==> config.mk <==
export PLATFORM = sky130hd
export DESIGN_NAME = bhp_cell
export DESIGN_NICKNAME = d
export VERILOG_FILES = /design/src/sv/bhp_pkg.sv /design/src/sv/bhp_cell.sv
export SDC_FILE = /design/constraint.sdc
export NUM_CORES = 1
export LEC_CHECK = 0
export ABC_AREA = 0
export CORE_ASPECT_RATIO = 0.9
export CORE_MARGIN = 4
export CORE_UTILIZATION = 55
export CTS_BUF_LIST = sky130_fd_sc_hd__clkbuf_2
export CTS_CLUSTER_SIZE = 24
export DETAILED_ROUTE_END_ITERATION = 12
export DONT_BUFFER_PORTS = 1
export MAX_ROUTING_LAYER = met4
export PLACE_DENSITY = 0.7
export SKIP_CTS_REPAIR_TIMING = 1
export SYNTH_ARGS = -nofsm -noshare
export SYNTH_HDL_FRONTEND = slang
export SYNTH_SLANG_ARGS = --single-unit
==> constraint.sdc <==
create_clock -name clk -period 3.1 [get_ports clk]
set_input_delay 0.31 -clock clk [delete_from_list [all_inputs] [get_ports clk]]
set_output_delay 0.31 -clock clk [all_outputs]
set_load 0.01 [all_outputs]
==> src/sv/bhp_pkg.sv <==
// ----------------------------------------------------------------------------
// bhp_pkg: shared types and constants
// Widths, operation codes, sequencer states and cell control for the
// bucketed histogram percentile unit.
// ----------------------------------------------------------------------------
package bhp_pkg;

    localparam int MAX_BOUNDS  = 7;
    localparam int NUM_BUCKETS = MAX_BOUNDS + 1;
    localparam int COUNT_BITS  = 32;
    localparam int IDX_W       = 3;
    localparam int VAL_W       = 32;
    localparam int SUM_W       = 64;
    localparam int POINT_W     = 14;
    localparam int CUM_W       = COUNT_BITS + IDX_W;     // sum of all bucket counts
    localparam int C10K_W      = CUM_W + POINT_W;        // cumulative count * scale
    localparam int FRAC_W      = COUNT_BITS + POINT_W;   // target, numerator, denominator
    localparam int MAG_W       = VAL_W + 1;              // bound difference magnitude
    localparam int DIVD_W      = 80;                     // divider dividend / quotient
    localparam int DIVS_W      = 48;                     // divider divisor / remainder
    localparam int MCNT_W      = 6;
    localparam int BASE_W      = VAL_W + 4;

    localparam logic [POINT_W-1:0]  POINT_SCALE = 14'd10000;
    localparam logic [COUNT_BITS-1:0] COUNT_MAX = '1;
    localparam logic [MCNT_W-1:0]   MUL_STEPS   = 6'(FRAC_W);

    localparam logic [IDX_W-1:0] REG_BOUND_COUNT = 3'd0;

    typedef enum logic [1:0]
    {
        OP_OBSERVE = 2'd0,
        OP_QUERY   = 2'd1,
        OP_READ    = 2'd2,
        OP_NONE    = 2'd3
    } op_t;

    typedef enum logic [3:0]
    {
        S_IDLE,
        S_OBS,
        S_PCT_TGT,
        S_WALK,
        S_MUL,
        S_DIV_GO,
        S_DIV_WAIT,
        S_AVG_GO,
        S_AVG_WAIT,
        S_DONE
    } state_t;

    typedef struct packed
    {
        logic active;    // bucket has a bound in use
        logic is_end;    // bucket is the overflow bucket
        logic inc;       // count the sample
        logic bound_we;  // configuration write of the bound
    } cell_ctrl_t;

endpackage

==> src/sv/bhp_cell.sv <==
// ----------------------------------------------------------------------------
// bhp_cell: one histogram bucket
// Holds a bucket bound and its saturating count; claims a sample at or below
// its bound (the end bucket claims any) when no earlier cell in the row has.
// ----------------------------------------------------------------------------
module bhp_cell
(
    input  logic                            clk,
    input  logic                            rst_n,
    input  bhp_pkg::cell_ctrl_t             ctrl,
    input  logic [bhp_pkg::VAL_W-1:0]       bound_data,
    input  logic [bhp_pkg::VAL_W-1:0]       sample,
    input  logic                            found_in,
    output logic                            found_out,
    output logic                            hit,
    output logic [bhp_pkg::COUNT_BITS-1:0]  count,
    output logic [bhp_pkg::VAL_W-1:0]       bound
);

    logic [bhp_pkg::VAL_W-1:0]      bound_reg;
    logic [bhp_pkg::COUNT_BITS-1:0] count_reg;

    assign hit       = !found_in &&
                       (ctrl.is_end || (ctrl.active && $signed(sample) <= $signed(bound_reg)));
    assign found_out = found_in || hit;
    assign count     = count_reg;
    assign bound     = bound_reg;

    always_ff @(posedge clk or negedge rst_n)
    begin
        if (!rst_n)
        begin
            bound_reg <= '0;
            count_reg <= '0;
        end
        else
        begin
            if (ctrl.bound_we)
            begin
                bound_reg <= bound_data;
            end
            // hold at the ceiling
            if (ctrl.inc && count_reg != bhp_pkg::COUNT_MAX)
            begin
                count_reg <= count_reg + 1'b1;
            end
        end
    end

endmodule

== Word level (Yosys, flattened, before mapping) ==
Cells that the tools add are included.
Cells by class
  $add $sub $neg: 1
  order comparisons: 1
  equality and inequality tests: 1
  reduce and logical (&&, ||, !) cells: 6
Operators by type and width (number)
  32-bit by 1-bit adder with 32-bit output, second input constant: 1
  32-bit less-or-equal comparator: 1
  32-bit inequality test, second input constant: 1
  1-bit logical AND: 3
  1-bit logical OR: 2
  1-bit zero test: 1
Word-level totals
  register bits: 64
  input port bits: 71
  word-level logic and storage cells: 11

== Logic depth before layout (Yosys ltp) ==
Gate-level depths: netlist of the first run.
  word-level depth: 5
  depth in mapped cells: 8
  depth with buffers taken out: 8

== Least setup slack after synthesis of the first run ==
No wires, ideal clock.
  kind: reg-to-output
  start point: reg bound_reg, in the netlist bound[31]
  end point: out hit
  arrival time: 2307 ps
  required time: 2790 ps
  setup slack: 483 ps
  cell stages (with the launch flop): 9
  cells stage by stage: dfrtp_1 inv_1 ha_1 nand4_1 nor2_1 a221o_1 a211o_1 or4b_1 o21ai_0
Between the ends
  word-level cells in the longest chain between the ends: 4
RTL lines
  start, declared: RTL line bhp_cell.sv:20  | logic [bhp_pkg::VAL_W-1:0] bound_reg;
  start signal, assigned: RTL line bhp_cell.sv:40  | bound_reg <= bound_data;
  32-bit less-or-equal comparator: RTL line bhp_cell.sv:24  | (ctrl.is_end || (ctrl.active && $signed(sample) <= $signed(bound_reg)));
  1-bit logical AND: RTL line bhp_cell.sv:24
  1-bit logical OR: RTL line bhp_cell.sv:24
  1-bit logical AND: RTL line bhp_cell.sv:23  | assign hit = !found_in &&
  end, declared: RTL line bhp_cell.sv:15  | output logic hit,
No other way between the ends.

== Worst setup path in the final report of the first run ==
  start point: reg bound_reg, in the netlist bound[29]
  end point: out hit
Same word-level chain as after synthesis.

==> reports/results.ini, run 1 <==
[critical_path]
critPathMaxFanout = 4
cp_data_required_time_ns = 2.79
path_cells = inv_2 -> ha_4 -> nand4_1 -> nor2_1 -> a221o_1 -> a211o_1 -> or4b_4 -> o21ai_4
crit_type = flip-flop to output port
cp_slowest_cell = or4b_4
crit_path_end_kind = output port
max_stage_delay_ns = 0.51
crit_path_start_kind = flip-flop
crit_arrival_ns = 2.79

[sta]
period_minus_slack_ns = 3.10
finalWorstSetupSlack_ns = -0.00479
slew_headroom_pct = 58.4
rsz0062_at_grt = yes
finalSetupViolCount = 1
hold_ws_ns = 0.0402
period_share_pct = 100
fmax_mhz = 322
finalSetupTns_ns = -0.00479
tightest_slew_ns = 0.619
finalClockSkew_ns = 0.0122
hold_violations = 0
finalMaxSlewViolations = 0

[drt]
ant_nets = 0
vias = 2873
wl_um = 9200
first_pass_iters = 5
avgViaCountPerCell = 5.69
drt-initial-drc-count = 130
drcViolationCount = 0
wl_per_cell_um = 18.2

[run_status]
status = finished, violations left
violations = negative setup slack

[synth]
dominantRegCellSynth = dfrtp_1
synth_area_leaders = dfrtp_1, ha_1, xnor2_1, o21ai_0, nand2_1
ys_seq_area_share_pct = 46.1
synth_cells = 360
synth_warnings = 0
synth-edff-count = 0
netlist-cell-type-count = 33
synth_top_area_share_pct = 46.1
synth-async-reset-ratio_pct = 100
avgSynthCellArea_um2 = 9.64
synth_fp_nets = 464
ys_ff_latch = 64
synth_top_area_cell = dfrtp_1
syn_area_um2 = 3470

[power_and_ir_drop]
power_density_nw_per_um2 = 428
p_leak_nw = 1.99
finalPower_mw = 1.89
vdd_drop_max_mv = 0.255

[flow_run]
drv_cap = 0

[floorplan]
core_area_um2 = 6110
die_h_um = 83.4
design.die.area_um2 = 7650
initial_core_util_pct = 56.8
die_width_um = 91.7
fp-row-count = 27
io_pins = 137

[global_route]
grt_max_degree = 65
overflow = 0
grtUsageTotal_pct = 21.8
antenna_found_initial = 0
grt_pass1_wl_um = 13000
grt_pass1_vias = 2642

[layout]
nets = 517
fin_cells = 505
fillers = 445
final_layout_size_suffix_gt1_share_pct = 18.2
n_antenna_cell = 0
area_growth_pct = 27.2

[place]
place_congestion = 0.842
hpwl_um = 5950
dpl.cell_count = 441
numPortBuffers = 0
dpl_worst_slack_ns = 0.216

[clock_network]
clk_path_buf_depth = 2
cts_inserted_buffers = 9
htree_levels = 3
clock_sinks = 64
clk_pin_slew_ns = 0.19
root_buffer = clkbuf_2
cts_tree = done
clock_latency_ns = 0.49

[min_path]
hold_class = primary input to flip-flop

through the flow:
stage          util, %  area [um^2]
3_5_place_dp      58.2         3560
4_1_cts           59.6         3640
2_1_floorplan        -         3470
6_report          72.2         4420
3_3_place_gp      58.2         3560
5_1_grt           72.2         4420
logic make-up after synthesis:
family | after synthesis | synth area share, %
AO/OA/AOI/OAI | 64 | 11.0
XOR/XNOR | 31 | 7.82
adder cells (fa/ha/maj) | 33 | 11.9
buffers and inverters | 45 | 4.87
flip-flops | 64 | 46.1
multiplexers | 2 | 0.649
AND/OR/NAND/NOR | 121 | 17.7
cells in the mapped netlist, types with 2 or more instances:
cell type  number
dfrtp_1        64
nand2_1        47
inv_1          38
o21ai_0        36
ha_1           33
xnor2_1        22
nand3_1        18
a21oi_1        17
nand4_1        15
nor2_1         10
nor3_1          9
xor2_1          9
clkbuf_1        7
nor4_1          5
and4_1          4
a21o_1          3
and3_1          3
a211oi_1        2
and2_1          2
mux2_2          2
or4_1           2
cell type report:
class / count / area [um^2] / area share (%)
flip-flops and latches: 64 / 1600 / 36.3
inverters: 38 / 143 / 3.23
clock inverters: 7 / 38.8 / 0.878
repair buffers: 49 / 493 / 11.2
clock buffers: 9 / 45.0 / 1.02
well taps: 87 / 109 / 2.47
multi-input cells: 251 / 1990 / 45.0
critical path: cells and delay by family (launching register included):
kind	cells	cell delay, ns
adders and majority gates	1	0.20
and+or+nand+nor	3	0.75
DFF	1	0.47
AOI/OAI and AO/OA	3	0.79
buffers and inverters	1	0.10
worst paths after layout:
path	startpoint	endpoint	slack, ns	cells after the start
worst max-delay path	bound[29]$_DFFE_PN0P_	hit	-0.005	8
worst min-delay path	ctrl[1]	count[12]$_DFFE_PN0P_	0.04	2
worst max register to register	count[0]$_DFFE_PN0P_	count[22]$_DFFE_PN0P_	0.60	7
worst min register to register	count[22]$_DFFE_PN0P_	count[22]$_DFFE_PN0P_	0.57	1
max in group asynchronous	rst_n	bound[17]$_DFFE_PN0P_	2.49	2
min in group asynchronous	rst_n	count[26]$_DFFE_PN0P_	0.35	2
placed cells by master, fill, tap and decap left out, types with 3 or more instances in the layout:
master,instances
nand3_1,18
a21o_1,3
clkbuf_2,9
dfrtp_1,64
a21oi_1,13
dlygate4sd3_1,34
and3_1,3
inv_2,13
xnor2_1,22
nor4_1,3
nor3_1,9
xor2_1,9
nand4_1,15
clkinv_2,3
inv_1,25
buf_4,13
a21oi_2,3
ha_1,18
ha_4,15
and4_1,4
nand2_1,47
o21ai_0,35
nor2_1,10
report_power, final:
| group | internal, mW | switching, mW | total, mW |
|---|---|---|---|
| clock network | 0.0973 | 0.314 | 0.412 |
| registers | 0.916 | 0.140 | 1.06 |
| logic | 0.215 | 0.207 | 0.422 |
| total | 1.23 | 0.661 | 1.89 |
layer usage:
layer	wire (um)	part of all wire [%]	GRT usage, %
met1	3720	40	25.6
met2	4590	50	35.1
met3	757	8.2	7.79
met4	144	1.6	6.61
met5	0	0	-
(Power assumes the default switching activity.)
==> run 2: changes to the inputs <==
- RECOVER_POWER: default -> 100
- SLEW_MARGIN: default -> 0
==> run 2 against run 1 <==
Design area is 0.51% lower. Sequential power hardly changed. Sequential share of layout area is 0.19 points higher. Largest power group unchanged. The run ends with max-capacitance violations, max-slew violations, negative setup slack left. Highest routed layer unchanged. Non-clock buffer count stayed put. First-iteration DRC count is 0.77% higher.
==> reports/results.ini, run 2 (synthesis results as in run 1) <==
[sta]
fmax_mhz = 322  ; about the same
period_minus_slack_ns = 3.10  ; about the same
hold_violations = 0  ; unchanged
finalSetupViolCount = 1  ; unchanged
finalMaxSlewViolations = 65  ; was 0
finalWorstSetupSlack_ns = -0.00115  ; was -0.00479 ns
slew_headroom_pct = -7.79  ; was 58.4%
period_share_pct = 100  ; about the same
rsz0062_at_grt = yes  ; unchanged
tightest_slew_ns = 1.62  ; was 0.619 ns
finalClockSkew_ns = 0.0121  ; was 0.0122 ns

[global_route]
grtUsageTotal_pct = 21.8  ; unchanged
grt_max_degree = 65  ; unchanged
antenna_found_initial = 0  ; unchanged
grt_pass1_vias = 2642  ; unchanged
grt_pass1_wl_um = 13000  ; unchanged
overflow = 0  ; unchanged

[layout]
nets = 517  ; unchanged
seq_area_um2 = 1600  ; unchanged
n_antenna_cell = 0  ; unchanged
multi_input_area_um2 = 1990  ; unchanged
area_growth_pct = 26.6  ; was 27.2%
layout_common_cells = dfrtp_1, nand2_1, o21ai_0  ; unchanged
final_layout_size_suffix_gt1_share_pct = 17.5  ; was 18.2%
layout_commonest_cell = dfrtp_1  ; unchanged
fillers = 448  ; was 445
fin_cells = 505  ; unchanged

[clock_network]
cts_tree = done  ; unchanged
cts_inserted_buffers = 9  ; unchanged
clock_sinks = 64  ; unchanged
clk_pin_slew_ns = 0.19  ; about the same
htree_levels = 3  ; unchanged
clk_path_buf_depth = 2  ; unchanged
root_buffer = clkbuf_2  ; unchanged
clock_latency_ns = 0.49  ; about the same

[flow_run]
drv_cap = 1  ; was 0

[drt]
wl_um = 9210  ; was 9200 um
vias = 2866  ; was 2,873
ant_nets = 0  ; unchanged
wl_met2_um = 4600  ; was 4590 um
met1_length_um = 3730  ; was 3720 um
first_pass_iters = 5  ; unchanged
drt-initial-drc-count = 131  ; was 130
dr.max_layer_used = met4  ; unchanged
wl_met3_um = 746  ; was 757 um
drcViolationCount = 0  ; unchanged
wl_per_cell_um = 18.2  ; about the same
avgViaCountPerCell = 5.68  ; was 5.69

[power_and_ir_drop]
power_density_nw_per_um2 = 429  ; was 428 nW/um^2
finalPower_mw = 1.88  ; was 1.89 mW
vdd_drop_max_mv = 0.255  ; about the same
p_leak_nw = 1.98  ; was 1.99 nW

[place]
hpwl_um = 5950  ; unchanged
numPortBuffers = 0  ; unchanged
place_congestion = 0.842  ; unchanged
dpl_worst_slack_ns = 0.216  ; unchanged
dpl.cell_count = 441  ; unchanged

[floorplan]
initial_core_util_pct = 56.8  ; unchanged
io_pins = 137  ; unchanged
die_width_um = 91.7  ; unchanged
die_h_um = 83.4  ; unchanged
design.die.area_um2 = 7650  ; unchanged
core_area_um2 = 6110  ; unchanged
fp-row-count = 27  ; unchanged

[critical_path]
crit_arrival_ns = 2.79  ; about the same
max_stage_delay_ns = 0.51  ; about the same
crit_type = flip-flop to output port  ; unchanged
r2r-start = count[0]$_DFFE_PN0P_  ; unchanged
cp_slowest_cell = or4b_4  ; unchanged
crit_path_end_kind = output port  ; unchanged
r2r-end = count[22]$_DFFE_PN0P_  ; unchanged
r2r_slack_ns = 0.61  ; was 0.60 ns
path_cells = inv_2 -> ha_4 -> nand4_1 -> nor2_1 -> a221o_1 -> a211o_1 -> or4b_4 -> o21ai_4  ; unchanged
ff2ff_path_depth = 7  ; unchanged
critPathMaxFanout = 4  ; unchanged
crit_path_start_kind = flip-flop  ; unchanged
cp_data_required_time_ns = 2.79  ; about the same

[min_path]
hold_start = ctrl[1]  ; unchanged
min_to = count[12]$_DFFE_PN0P_  ; unchanged
hold_class = primary input to flip-flop  ; unchanged
hold_depth = 2  ; unchanged

[run_status]
violations = max-capacitance violations, max-slew violations, negative setup slack  ; was negative setup slack
status = finished, violations left  ; unchanged

## run 2: cell count changes in the layout (fill, tap and decap cells not counted), sizes merged
cell and change:
buf -1, clkbuf +1
## run 2: final cells by class
type	count	share of cell area, %
well taps	87	2.48
clock buffers	9	1.03
clock inverters	7	0.883
flip-flops and latches	64	36.5
inverters	38	3.25
multi-input cells	251	45.2
repair buffers	49	10.7
## run 2: critical path: cells and delay by family (launching register included)
kind | cells | cell delay [ns]
flops | 1 | 0.47
buf+inv | 1 | 0.10
simple gates | 3 | 0.74
compound gates | 3 | 0.79
fa+ha+maj | 1 | 0.20
## run 2: worst max path at each step
stage / from / endpoint / slack [ns] / depth (start not counted)
2_1_floorplan: bound[31]$_DFFE_PN0P_ / hit / 0.48 / 8
3_3_place_gp: bound[31]$_DFFE_PN0P_ / hit / 0.27 / 8
3_5_place_dp: bound[31]$_DFFE_PN0P_ / hit / 0.22 / 8
4_1_cts: bound[31]$_DFFE_PN0P_ / hit / -0.40 / 8
5_1_grt: bound[23]$_DFFE_PN0P_ / found_out / -0.17 / 9
6_report: bound[29]$_DFFE_PN0P_ / hit / -0.001 / 8
## run 2: metrics by stage
step	hold slack, ns	instance area, um^2	utilization, %	setup TNS [ns]
global placement	0.0159	3560	58.2	0
detailed placement	0.0159	3560	58.2	0
floorplan	0.0144	3470	-	0
global route	0.0303	4390	71.8	-0.293
CTS	-0.587	3640	59.6	-0.602
finish	0.0443	4390	71.8	-0.00115
## run 2: power breakdown
group          internal, mW  switching (mW)
clock network        0.0973           0.313
logic                 0.212           0.206
registers             0.916           0.139
## run 2: layer usage
metal | vias to the layer above | track usage (%)
met4 | 0 | 6.61
li1 | 1363 | -
met3 | 13 | 7.79
met5 | - | -
met2 | 118 | 35.1
met1 | 1372 | 25.6
