$ cat config.mk
export PLATFORM = sky130hd
export DESIGN_NAME = bhp_div
export DESIGN_NICKNAME = d
export VERILOG_FILES = /design/src/sv/bhp_pkg.sv /design/src/sv/bhp_div.sv
export SDC_FILE = /design/constraint.sdc
export NUM_CORES = 1
export LEC_CHECK = 0
export BUFFER_PORTS_ARGS = -buffer_cell sky130_fd_sc_hd__buf_2
export CAP_MARGIN = 30
export CORE_UTILIZATION = 39
export CTS_CLUSTER_DIAMETER = 50
export DETAILED_ROUTE_END_ITERATION = 6
export GPL_TIMING_DRIVEN = 0
export HOLD_SLACK_MARGIN = 0.1
export MAX_ROUTING_LAYER = met4
export PLACE_DENSITY_LB_ADDON = 0.25
export REMOVE_ABC_BUFFERS = 1
export SYNTH_ARGS = -nofsm -noshare
export SYNTH_HDL_FRONTEND = slang
export SYNTH_SLANG_ARGS = --single-unit
$ cat constraint.sdc
create_clock -name clk -period 8.75 [get_ports clk]
set_input_delay 2.1875 -clock clk [delete_from_list [all_inputs] [get_ports clk]]
set_output_delay 2.1875 -clock clk [all_outputs]
set_load 0.005 [all_outputs]
$ cat src/sv/bhp_pkg.sv
// ----------------------------------------------------------------------------
// bhp_pkg: shared types and constants
// Widths, operation codes, sequencer states and cell control for the
// bucketed histogram percentile unit.
// ----------------------------------------------------------------------------
package bhp_pkg;

    localparam int MAX_BOUNDS  = 7;
    localparam int NUM_BUCKETS = MAX_BOUNDS + 1;
    localparam int COUNT_BITS  = 32;
    localparam int IDX_W       = 3;
    localparam int VAL_W       = 32;
    localparam int SUM_W       = 64;
    localparam int POINT_W     = 14;
    localparam int CUM_W       = COUNT_BITS + IDX_W;     // sum of all bucket counts
    localparam int C10K_W      = CUM_W + POINT_W;        // cumulative count * scale
    localparam int FRAC_W      = COUNT_BITS + POINT_W;   // target, numerator, denominator
    localparam int MAG_W       = VAL_W + 1;              // bound difference magnitude
    localparam int DIVD_W      = 80;                     // divider dividend / quotient
    localparam int DIVS_W      = 48;                     // divider divisor / remainder
    localparam int MCNT_W      = 6;
    localparam int BASE_W      = VAL_W + 4;

    localparam logic [POINT_W-1:0]  POINT_SCALE = 14'd10000;
    localparam logic [COUNT_BITS-1:0] COUNT_MAX = '1;
    localparam logic [MCNT_W-1:0]   MUL_STEPS   = 6'(FRAC_W);

    localparam logic [IDX_W-1:0] REG_BOUND_COUNT = 3'd0;

    typedef enum logic [1:0]
    {
        OP_OBSERVE = 2'd0,
        OP_QUERY   = 2'd1,
        OP_READ    = 2'd2,
        OP_NONE    = 2'd3
    } op_t;

    typedef enum logic [3:0]
    {
        S_IDLE,
        S_OBS,
        S_PCT_TGT,
        S_WALK,
        S_MUL,
        S_DIV_GO,
        S_DIV_WAIT,
        S_AVG_GO,
        S_AVG_WAIT,
        S_DONE
    } state_t;

    typedef struct packed
    {
        logic active;    // bucket has a bound in use
        logic is_end;    // bucket is the overflow bucket
        logic inc;       // count the sample
        logic bound_we;  // configuration write of the bound
    } cell_ctrl_t;

endpackage

$ cat src/sv/bhp_div.sv
// ----------------------------------------------------------------------------
// bhp_div: shared restoring divider
// One quotient bit per cycle; done pulses when quotient and remainder hold.
// ----------------------------------------------------------------------------
module bhp_div
(
    input  logic                          clk,
    input  logic                          rst_n,
    input  logic                          start,
    input  logic [bhp_pkg::DIVD_W-1:0]    dividend,
    input  logic [bhp_pkg::DIVS_W-1:0]    divisor,
    output logic                          busy,
    output logic                          done,
    output logic [bhp_pkg::DIVD_W-1:0]    quotient,
    output logic [bhp_pkg::DIVS_W-1:0]    remainder
);

    localparam int CNT_W = $clog2(bhp_pkg::DIVD_W + 1);

    logic [bhp_pkg::DIVD_W-1:0] quo_reg;
    logic [bhp_pkg::DIVS_W-1:0] rem_reg;
    logic [bhp_pkg::DIVS_W-1:0] dsr_reg;
    logic [CNT_W-1:0]           cnt_reg;
    logic                       busy_reg;
    logic                       done_reg;
    logic [bhp_pkg::DIVS_W:0]   trial;
    logic                       take;

    assign trial     = {rem_reg, quo_reg[bhp_pkg::DIVD_W-1]};
    assign take      = trial >= {1'b0, dsr_reg};
    assign busy      = busy_reg;
    assign done      = done_reg;
    assign quotient  = quo_reg;
    assign remainder = rem_reg;

    always_ff @(posedge clk or negedge rst_n)
    begin
        if (!rst_n)
        begin
            busy_reg <= 1'b0;
            done_reg <= 1'b0;
            cnt_reg  <= '0;
        end
        else
        begin
            done_reg <= 1'b0;
            if (start)
            begin
                busy_reg <= 1'b1;
                cnt_reg  <= CNT_W'(bhp_pkg::DIVD_W);
            end
            else if (busy_reg)
            begin
                cnt_reg <= cnt_reg - 1'b1;
                if (cnt_reg == CNT_W'(1))
                begin
                    busy_reg <= 1'b0;
                    done_reg <= 1'b1;
                end
            end
        end
    end

    always_ff @(posedge clk)
    begin
        if (start)
        begin
            quo_reg <= dividend;
            rem_reg <= '0;
            dsr_reg <= divisor;
        end
        else if (busy_reg)
        begin
            quo_reg <= {quo_reg[bhp_pkg::DIVD_W-2:0], take};
            rem_reg <= take ? bhp_pkg::DIVS_W'(trial - {1'b0, dsr_reg})
                            : bhp_pkg::DIVS_W'(trial);
        end
    end

endmodule

Yosys cells after proc, flatten, opt, wreduce, memory -nomap -nowiden
Cells that the tools add are included.
Word-level totals
  register bits after elaboration: 185
  bits of input ports: 131
  output and inout port bits: 130
  word-level logic and storage cells: 22
Cells by class
  add/subtract/negate cells: 2
  $lt $le $gt $ge: 1
  eq/ne operators: 1
  mux-type cells: 11
  reductions and logical operators: 1
Operators by type and width (number)
  two-way mux 80 bit: 2
  >= comparator 49 x 48 -> 1 bit: 1
  two-way mux 48 bit: 1
  subtractor 48 bit: 1
  two-way mux 7 bit: 2
  == test 7 x 1 -> 1 bit (second input constant): 1
  subtractor 7 x 1 -> 7 bit (second input constant): 1
  two-way mux 1 bit: 6
  nonzero test 2 bit: 1

Depth between registers and ports, before layout
Gate-level depths: netlist of run 1.
  depth after elaboration: 4
  mapped depth: 15
  depth with buffers taken out: 13

Worst setup path after synthesis of run 1
OpenSTA, ideal clock, no wires.
  path kind: input -> register
  start point: in start
  end point: reg quo_reg (netlist bit quotient[0]) (enable)
  library setup time: 434 ps
  arrival: 4123 ps
  data required time: 8316 ps
  setup slack: 4194 ps
  stages: 3
  path buffers: 1
  cell sequence: clkbuf_1 -> nor2_1 -> inv_1
Between the ends
  cells in the longest elaborated chain, start to end: 1
RTL lines
  start, declared: RTL line bhp_div.sv:9  | input logic start,
  nonzero test 2 bit (no source line)
  end signal, assigned: RTL line bhp_div.sv:68  | quo_reg <= dividend;
  end signal, assigned: RTL line bhp_div.sv:74  | quo_reg <= {quo_reg[bhp_pkg::DIVD_W-2:0], take};
  end, declared: RTL line bhp_div.sv:20  | logic [bhp_pkg::DIVD_W-1:0] quo_reg;
No other way between the ends.
A chain may end at the register's enable or synchronous reset.

Worst setup path after layout of run 1
  start point: reg rem_reg (netlist bit remainder[5])
  end point: reg rem_reg (netlist bit remainder[43])
Between the ends
  cells in the longest elaborated chain, start to end: 2
  elaborated cells on any way between the ends: 3
  classes of those cells: add/sub (1); order compare (1); mux (1)
RTL lines
  start, declared: RTL line bhp_div.sv:21  | logic [bhp_pkg::DIVS_W-1:0] rem_reg;
  start signal, assigned: RTL line bhp_div.sv:75  | rem_reg <= take ? bhp_pkg::DIVS_W'(trial - {1'b0, dsr_reg})
  subtractor 48 bit or >= comparator 49 x 48 -> 1 bit (tied branches): RTL line bhp_div.sv:75, bhp_div.sv:30
  two-way mux 48 bit (*): RTL line bhp_div.sv:75
Mark *: on every way between the ends. The rest lies on a longest branch, timed or not.

==> metrics, run 1 <==
outcome=completed; Overflow after GRT=0; initial antenna violation count=4; Synth Area in Compound Gates=0.157; leakage dissipation=5.55 nW; maximum cell stage delay along the critical path=~610 ps; drt first pass iters=5; category of the most critical setup path=reg2reg; main combinational cell family by area after synthesis=compound AO/OA/AOI/OAI gates; post-synthesis cell type count=71; H-tree depth reported by CTS=4; CTS Hold Bufs=0; effective utilization at floorplan=0.397; number of cells upsized or downsized after cts=0; gate count after technology mapping=between 900 and 1000; Combinational Power Share=0.355; critical path cell sequence=ha_1 -> a211oi_2 -> o21bai_2 -> nor4_4 -> o31ai_4 -> o21ai_4 -> a2bb2oi_4 -> a21o_2 -> a41oi_4 -> buf_16 -> buf_16 -> nor2_1 -> a221o_1; share of layout cells above drive strength 1=0.339; number of hold violations in the final report=0; MaxCap Viol Count=0; Seq cells post-synth=roughly 190; count of pins on the block boundary=roughly 260; worst voltage drop across the vdd grid=around 140 µV; critical-path maximum fanout=20; post-synthesis simple-gate area fraction=0.121; total of endpoints with negative setup slack in the final report=0; number of global-route vias before repair=approximately 7900; post-route DRC violation count=0; first element of the critical path=remainder[5]; Most Crowded Layer GR=met2; FF-to-FF End=remainder[43]; power density cells=between 200 and 250 nW/µm²; most used cell along the critical path=buf_16; die boundary width=~160 µm; area inside the core boundary=26000 µm²; category of the worst setup path launch point=flip-flop; cell taking the most area after synthesis=edfxtp_1; routability congestion estimate from global placement=0.859; buffers from clock root to sink, at most=2; mean routed wirelength per cell=approximately 17 µm; worst slew margin relative to its limit=0.502; Register-to-Register Path Depth=13; endpoint of the worst setup timing path=remainder[43]; fraction of synthesized cell area in xor and xnor cells=0.0399; cells taking the most area after synthesis=edfxtp_1, dfxtp_1, mux2_2, ha_1, nand2_1; cell row count=59; setup slack of the most critical reg-to-reg path=4940 ps; number of flops mapped to enable cells by yosys=around 130; total number of vias=between 8000 and 9000; overall die area=approximately 27000 µm²; TritonCTS Sinks=185; largest clock skew in the final design=about 20 ps; mux contribution to synthesized area=0.0882; final critical delay including setup and external delays=3810 ps; clock tree from TritonCTS=built; worst skew pair latency=440 ps; overall routing resource usage=0.203; number of buffers added for setup after CTS=0; switching pwr=approximately 1.1 mW; actual slew at the worst max-slew pin=737 ps; slowest CP cell=a41oi_4; worst flop-to-flop path startpoint=remainder[5]; Slew Viols, Final=0; PnR Total Power=around 3.1 mW; CTS buffer count=17; list of most frequent post-synthesis cells=edfxtp_1, nand2_1, nor2_1; post-layout net count=1386; area of the mapped netlist=around 10000 µm²; number of flip-flops under the largest register name=80; share of the yosys chip area belonging to registers=0.487; met1 layer usage reported by global route=0.247; switching part of the total power=0.366; top cell type's share of synthesized area=0.372; adder-cell share of the synthesized area=0.0625; count of warnings emitted by yosys=0; Die H=~160 µm; met2 usage=0.337; maximum frequency from static timing analysis=between 0.2 and 0.3 GHz; clock share of power=0.262; count of port buffers added during placement=260; final hold slack=514 ps; remaining antenna violation count after routing=0; library cell with the highest instance count after synthesis=edfxtp_1; flip-flop cell with the highest count after synthesis=edfxtp_1; Vias per Instance=approximately 5.2; placed wire-length estimate=approximately 20000 µm; maximum number of pins on one net before global-route repair=between 100 and 150; global-route wire length before repair=roughly 41000 µm; clock-pin slew of the registers on the worst-case setup and hold paths=80 ps; setup repair after global routing missed its margin=false; share of the cycle needed by the critical path after routing=0.435; internal power component=about 1.9 mW; kind of end point of the critical path=flip-flop; class of the worst hold path=reg2reg; Initial DRC Count=roughly 500; endpoint required time on the critical path=a little over 9000 ps; Area growth, synth to finish=22.6%; sequential cell fraction of total power=0.383; proportion of synthesized flip-flops having asynchronous set or reset=0.0486; buffer cell driving the clock tree root=clkbuf_16; Final Routed Wirelength=between 20000 and 30000 µm; arrival time worst endpoint=between 4000 and 5000 ps; syn avg cell area=between 10 and 15 µm²; number of filler cells placed in the layout=approximately 2500; met3 layer usage reported by global route=0.0512
-- final cells by class --
class                      count  area [µm²]  share of cell area
sequential                   185        5030               0.398
timing repair buffer         267        1480               0.117
clock inverter                14         188              0.0148
multi-input combinational    667        4850               0.383
clock buffer                  18         429              0.0339
antenna                        4        10.0            0.000791
tap                          335         419              0.0331
inverter                      66         250              0.0198
-- how the worst min path moves through the flow --
| stage | from | depth (start not counted) | slack (ps) | endpoint |
|---|---|---|---|---|
| floorplan | remainder[1] | 2 | 490 | remainder[2] |
| global placement | remainder[6] | 2 | 500 | remainder[7] |
| detailed placement | remainder[5] | 2 | 500 | remainder[6] |
| CTS | remainder[5] | 2 | 520 | remainder[6] |
| global route | remainder[5] | 2 | 540 | remainder[6] |
| finish | remainder[45] | 2 | 510 | remainder[46] |
-- cell usage in the layout (no fill, tap or decap), types with 5 or more instances in the layout --
cell type and count:
a21o_1 21, buf_2 259, ha_1 50, xnor2_1 26, o21bai_1 7, nor2b_1 6
nor3_1 14, nand2b_1 11, buf_16 5, inv_1 65, and3_1 5, dfxtp_1 48
o21ai_0 25, o31ai_1 5, a21oi_1 55, o211ai_1 6, clkbuf_16 17, a311oi_1 19
mux2_2 80, dfrtp_1 8, clkinv_8 6, a311oi_2 20, nor2_1 83, a211oi_1 5
edfxtp_1 128, xor2_1 21, nand4_1 13, nand2_1 122, nand3_1 9
-- power groups by stage --
| stage | Clock [mW] | Sequential, mW | Combinational, mW |
|---|---|---|---|
| 3_3_place_gp | 0 | 1.20 | 1.04 |
| 4_1_cts | 0.830 | 1.18 | 1.10 |
| 5_1_grt | 0.856 | 1.20 | 1.21 |
| 6_report | 0.804 | 1.18 | 1.09 |
| 2_1_floorplan | 0 | 1.18 | 0.704 |
| 3_5_place_dp | 0 | 1.20 | 1.09 |
-- logic make-up (layout without fill, tap and decap cells) --
group,count (synthesis),count (layout)
buffers and inverters,114,365
DFF,185,185
and+or+nand+nor,281,281
xor gates and xnor gates,47,47
adders and majority gates,51,51
AOI/OAI and AO/OA,207,207
muxes,81,81
other,0,4
-- critical path, delay by kind of cell (launching register included) --
| family | cells | cell delay [ps] |
|---|---|---|
| flip-flops | 1 | 340 |
| buffers and inverters | 2 | 390 |
| AND/OR/NAND/NOR | 2 | 400 |
| adder cells (fa/ha/maj) | 1 | 390 |
| AO/OA/AOI/OAI | 8 | 2140 |
-- metrics by stage --
step / utilization / std cells / worst slack (ps) / TNS (ps) / area, µm²
finish: 0.487 / 1556 / 4940 / 0 / 12700
global route: 0.487 / 1556 / 4790 / 0 / 12700
CTS: 0.487 / 1552 / 4930 / 0 / 12600
detailed placement: 0.463 / 1520 / 4630 / 0 / 12000
global placement: 0.455 / 1513 / -810 / -63920 / 11800
floorplan: - / 918 / 4280 / 0 / 10100
-- per-layer routing --
metal  wire length [µm]  part of all wire
met1              11600              0.43
met2              13100              0.49
met3               1830             0.068
met4                311             0.012
met5                  0                 0
No activity file was read; power rests on OpenSTA's default activity.
==> inputs of run 2 (changes only) <==
clock period = 3.2 ns   (was 8.75 ns; I/O delays follow)
==> metrics, run 2 (synthesis results as in run 1) <==
outcome=completed (unchanged); category of the worst setup path launch point=flip-flop (unchanged); buffers from clock root to sink, at most=2 (unchanged); MaxCap Viol Count=0 (unchanged); count of port buffers added during placement=260 (unchanged); Overflow after GRT=0 (unchanged); maximum number of pins on one net before global-route repair=101 (unchanged); clock tree from TritonCTS=built (unchanged); most used cell along the critical path=a21o_1 (was buf_16); TritonCTS Sinks=185 (unchanged); area inside the core boundary=26000 µm² (unchanged); worst flop-to-flop path startpoint=dsr_reg[27] (was remainder[5]); critical-path maximum fanout=6 (was 20); sequential cell fraction of total power=0.372 (was 0.383); placed wire-length estimate=19900 µm (unchanged); Final Routed Wirelength=27500 µm (was 26900 µm); internal power component=5.46 mW (was 1.95 mW); share of layout cells above drive strength 1=0.379 (was 0.339); die boundary width=165 µm (unchanged); setup slack of the most critical reg-to-reg path=130 ps (was 4940 ps); final critical delay including setup and external delays=3070 ps (was 3810 ps); effective utilization at floorplan=0.397 (unchanged); slowest CP cell=edfxtp_1 (was a41oi_4); Setup WS post-layout=132 ps (was 4940 ps); switching pwr=3.20 mW (was 1.12 mW); arrival time worst endpoint=3410 ps (was 4120 ps); number of hold violations in the final report=0 (unchanged); actual slew at the worst max-slew pin=687 ps (was 737 ps); power density cells=665 nW/µm² (was 243 nW/µm²); count of pins on the block boundary=261 (unchanged); endpoint required time on the critical path=3540 ps (was 9060 ps); mean routed wirelength per cell=17.5 µm (was 17.3 µm); Slew Viols, Final=0 (unchanged); cell row count=59 (unchanged); clock-pin slew of the registers on the worst-case setup and hold paths=80 ps (about the same); commonest cells after routing, fill and taps aside=buf_2, edfxtp_1, nand2_1 (unchanged); PnR Total Power=8.67 mW (was 3.07 mW); global-route wire length before repair=41700 µm (was 41400 µm); Combinational Power Share=0.374 (was 0.355); routability congestion estimate from global placement=0.859 (unchanged); setup repair after global routing missed its margin=true (was false); clock share of power=0.254 (was 0.262); leakage dissipation=5.63 nW (was 5.55 nW); drt first pass iters=5 (unchanged); worst skew pair latency=440 ps (about the same); kind of end point of the critical path=flip-flop (unchanged); FF/Latch Area=5030 µm² (unchanged); first element of the critical path=dsr_reg[27] (was remainder[5]); post-layout net count=1398 (was 1386); Worst Path Buf+Inv=1 (was 2); overall routing resource usage=0.205 (was 0.203); buffer cell driving the clock tree root=clkbuf_16 (unchanged); number of flip-flops under the largest register name=80 (unchanged); most common cell after layout, fill and taps aside=buf_2 (unchanged); critical path cell sequence=inv_2 -> ha_4 -> a2111oi_4 -> o21ai_1 -> a221o_1 -> a21o_1 -> a211o_1 -> a21o_1 -> a221oi_2 -> xnor2_1 -> nand2_1 -> a311oi_2 (was ha_1 -> a211oi_2 -> o21bai_2 -> nor4_4 -> o31ai_4 -> o21ai_4 -> a2bb2oi_4 -> a21o_2 -> a41oi_4 -> buf_16 -> buf_16 -> nor2_1 -> a221o_1); FF-to-FF End=remainder[44] (was remainder[43]); category of the most critical setup path=reg2reg (unchanged); H-tree depth reported by CTS=4 (unchanged); post-route DRC violation count=0 (unchanged); maximum cell stage delay along the critical path=400 ps (was 610 ps); total of endpoints with negative setup slack in the final report=0 (unchanged); largest clock skew in the final design=20.6 ps (was 20.0 ps); CTS buffer count=17 (unchanged); maximum frequency from static timing analysis=0.326 GHz (was 0.263 GHz); overall die area=27100 µm² (unchanged); worst voltage drop across the vdd grid=406 µV (was 142 µV); class of the worst hold path=in2async (was reg2reg); initial antenna violation count=4 (unchanged); total number of vias=8200 (was 8130); share of the cycle needed by the critical path after routing=0.959 (was 0.435); combined area of the multi-input logic cells=5140 µm² (was 4850 µm²); Initial DRC Count=460 (was 506); worst slack at placement=-573 ps (was 4630 ps); Die H=165 µm (unchanged); switching part of the total power=0.369 (was 0.366); remaining antenna violation count after routing=0 (unchanged); Vias per Instance=5.23 (was 5.22); Area growth, synth to finish=26.2% (was 22.6%); Register-to-Register Path Depth=12 (was 13); Largest delay share family, worst path=compound AO/OA/AOI/OAI gates (unchanged); worst slew margin relative to its limit=0.542 (was 0.502); number of filler cells placed in the layout=2421 (was 2458); number of global-route vias before repair=7996 (was 7926)
-- run 2: worst max path at each step --
| stage | end | depth (start not counted) |
|---|---|---|
| after CTS | remainder[46] | 13 |
| after floorplan | quotient[0] | 2 |
| after global routing | remainder[44] | 12 |
| after global placement | quotient[41] | 3 |
| final | remainder[44] | 12 |
| after detailed placement | remainder[43] | 13 |
-- run 2: layout make-up --
cell class | count | area share
sequential | 185 | 0.386
clock buffer | 18 | 0.0329
inverter | 66 | 0.0192
antenna | 4 | 0.000768
timing repair buffer | 279 | 0.120
clock inverter | 14 | 0.0144
tap | 335 | 0.0322
multi-input combinational | 667 | 0.394
-- run 2: metal layers --
metal | track usage | part of all wire | vias up | routed length (µm)
li1 | - | - | 4017 | -
met1 | 0.247 | 0.43 | 3918 | 11800
met2 | 0.343 | 0.50 | 250 | 13600
met3 | 0.0512 | 0.066 | 15 | 1820
met4 | 0.0488 | 0.0097 | 0 | 265
met5 | - | 0 | - | 0
-- run 2: power by group through the flow --
| stage | Combinational (mW) | Clock, mW | Sequential [mW] |
|---|---|---|---|
| final | 3.24 | 2.20 | 3.23 |
| after global routing | 3.57 | 2.34 | 3.28 |
| after CTS | 3.06 | 2.27 | 3.22 |
| after detailed placement | 2.98 | 0 | 3.27 |
| after global placement | 2.84 | 0 | 3.27 |
| after floorplan | 1.93 | 0 | 3.24 |
-- run 2: repair_timing --
item,CTS,global route
hold buffers,0,0
pin swaps,3,18
setup buffers,6,6
gates resized for setup,9,49
setup endpoints to repair,49,47
-- run 2: worst reg2reg max path: cells and delay by family, from the launching register on --
family / cells / cell delay, ps
compound gates: 8 / 2040
fa+ha+maj: 1 / 220
simple gates: 1 / 90
xor+xnor: 1 / 160
buf+inv: 1 / 80
flops: 1 / 400
-- run 2: per-stage QoR --
| stage | area, µm² | utilization | TNS, ps | hold slack (ps) | instances |
|---|---|---|---|---|---|
| 2_1_floorplan | 10100 | - | -121690 | 490 | 918 |
| 3_3_place_gp | 11800 | 0.455 | -661090 | 501 | 1513 |
| 3_5_place_dp | 12000 | 0.463 | -15190 | 504 | 1520 |
| 4_1_cts | 12700 | 0.490 | 0 | 190 | 1558 |
| 5_1_grt | 13000 | 0.502 | -33.7 | 201 | 1568 |
| 6_report | 13000 | 0.502 | 0 | 206 | 1568 |
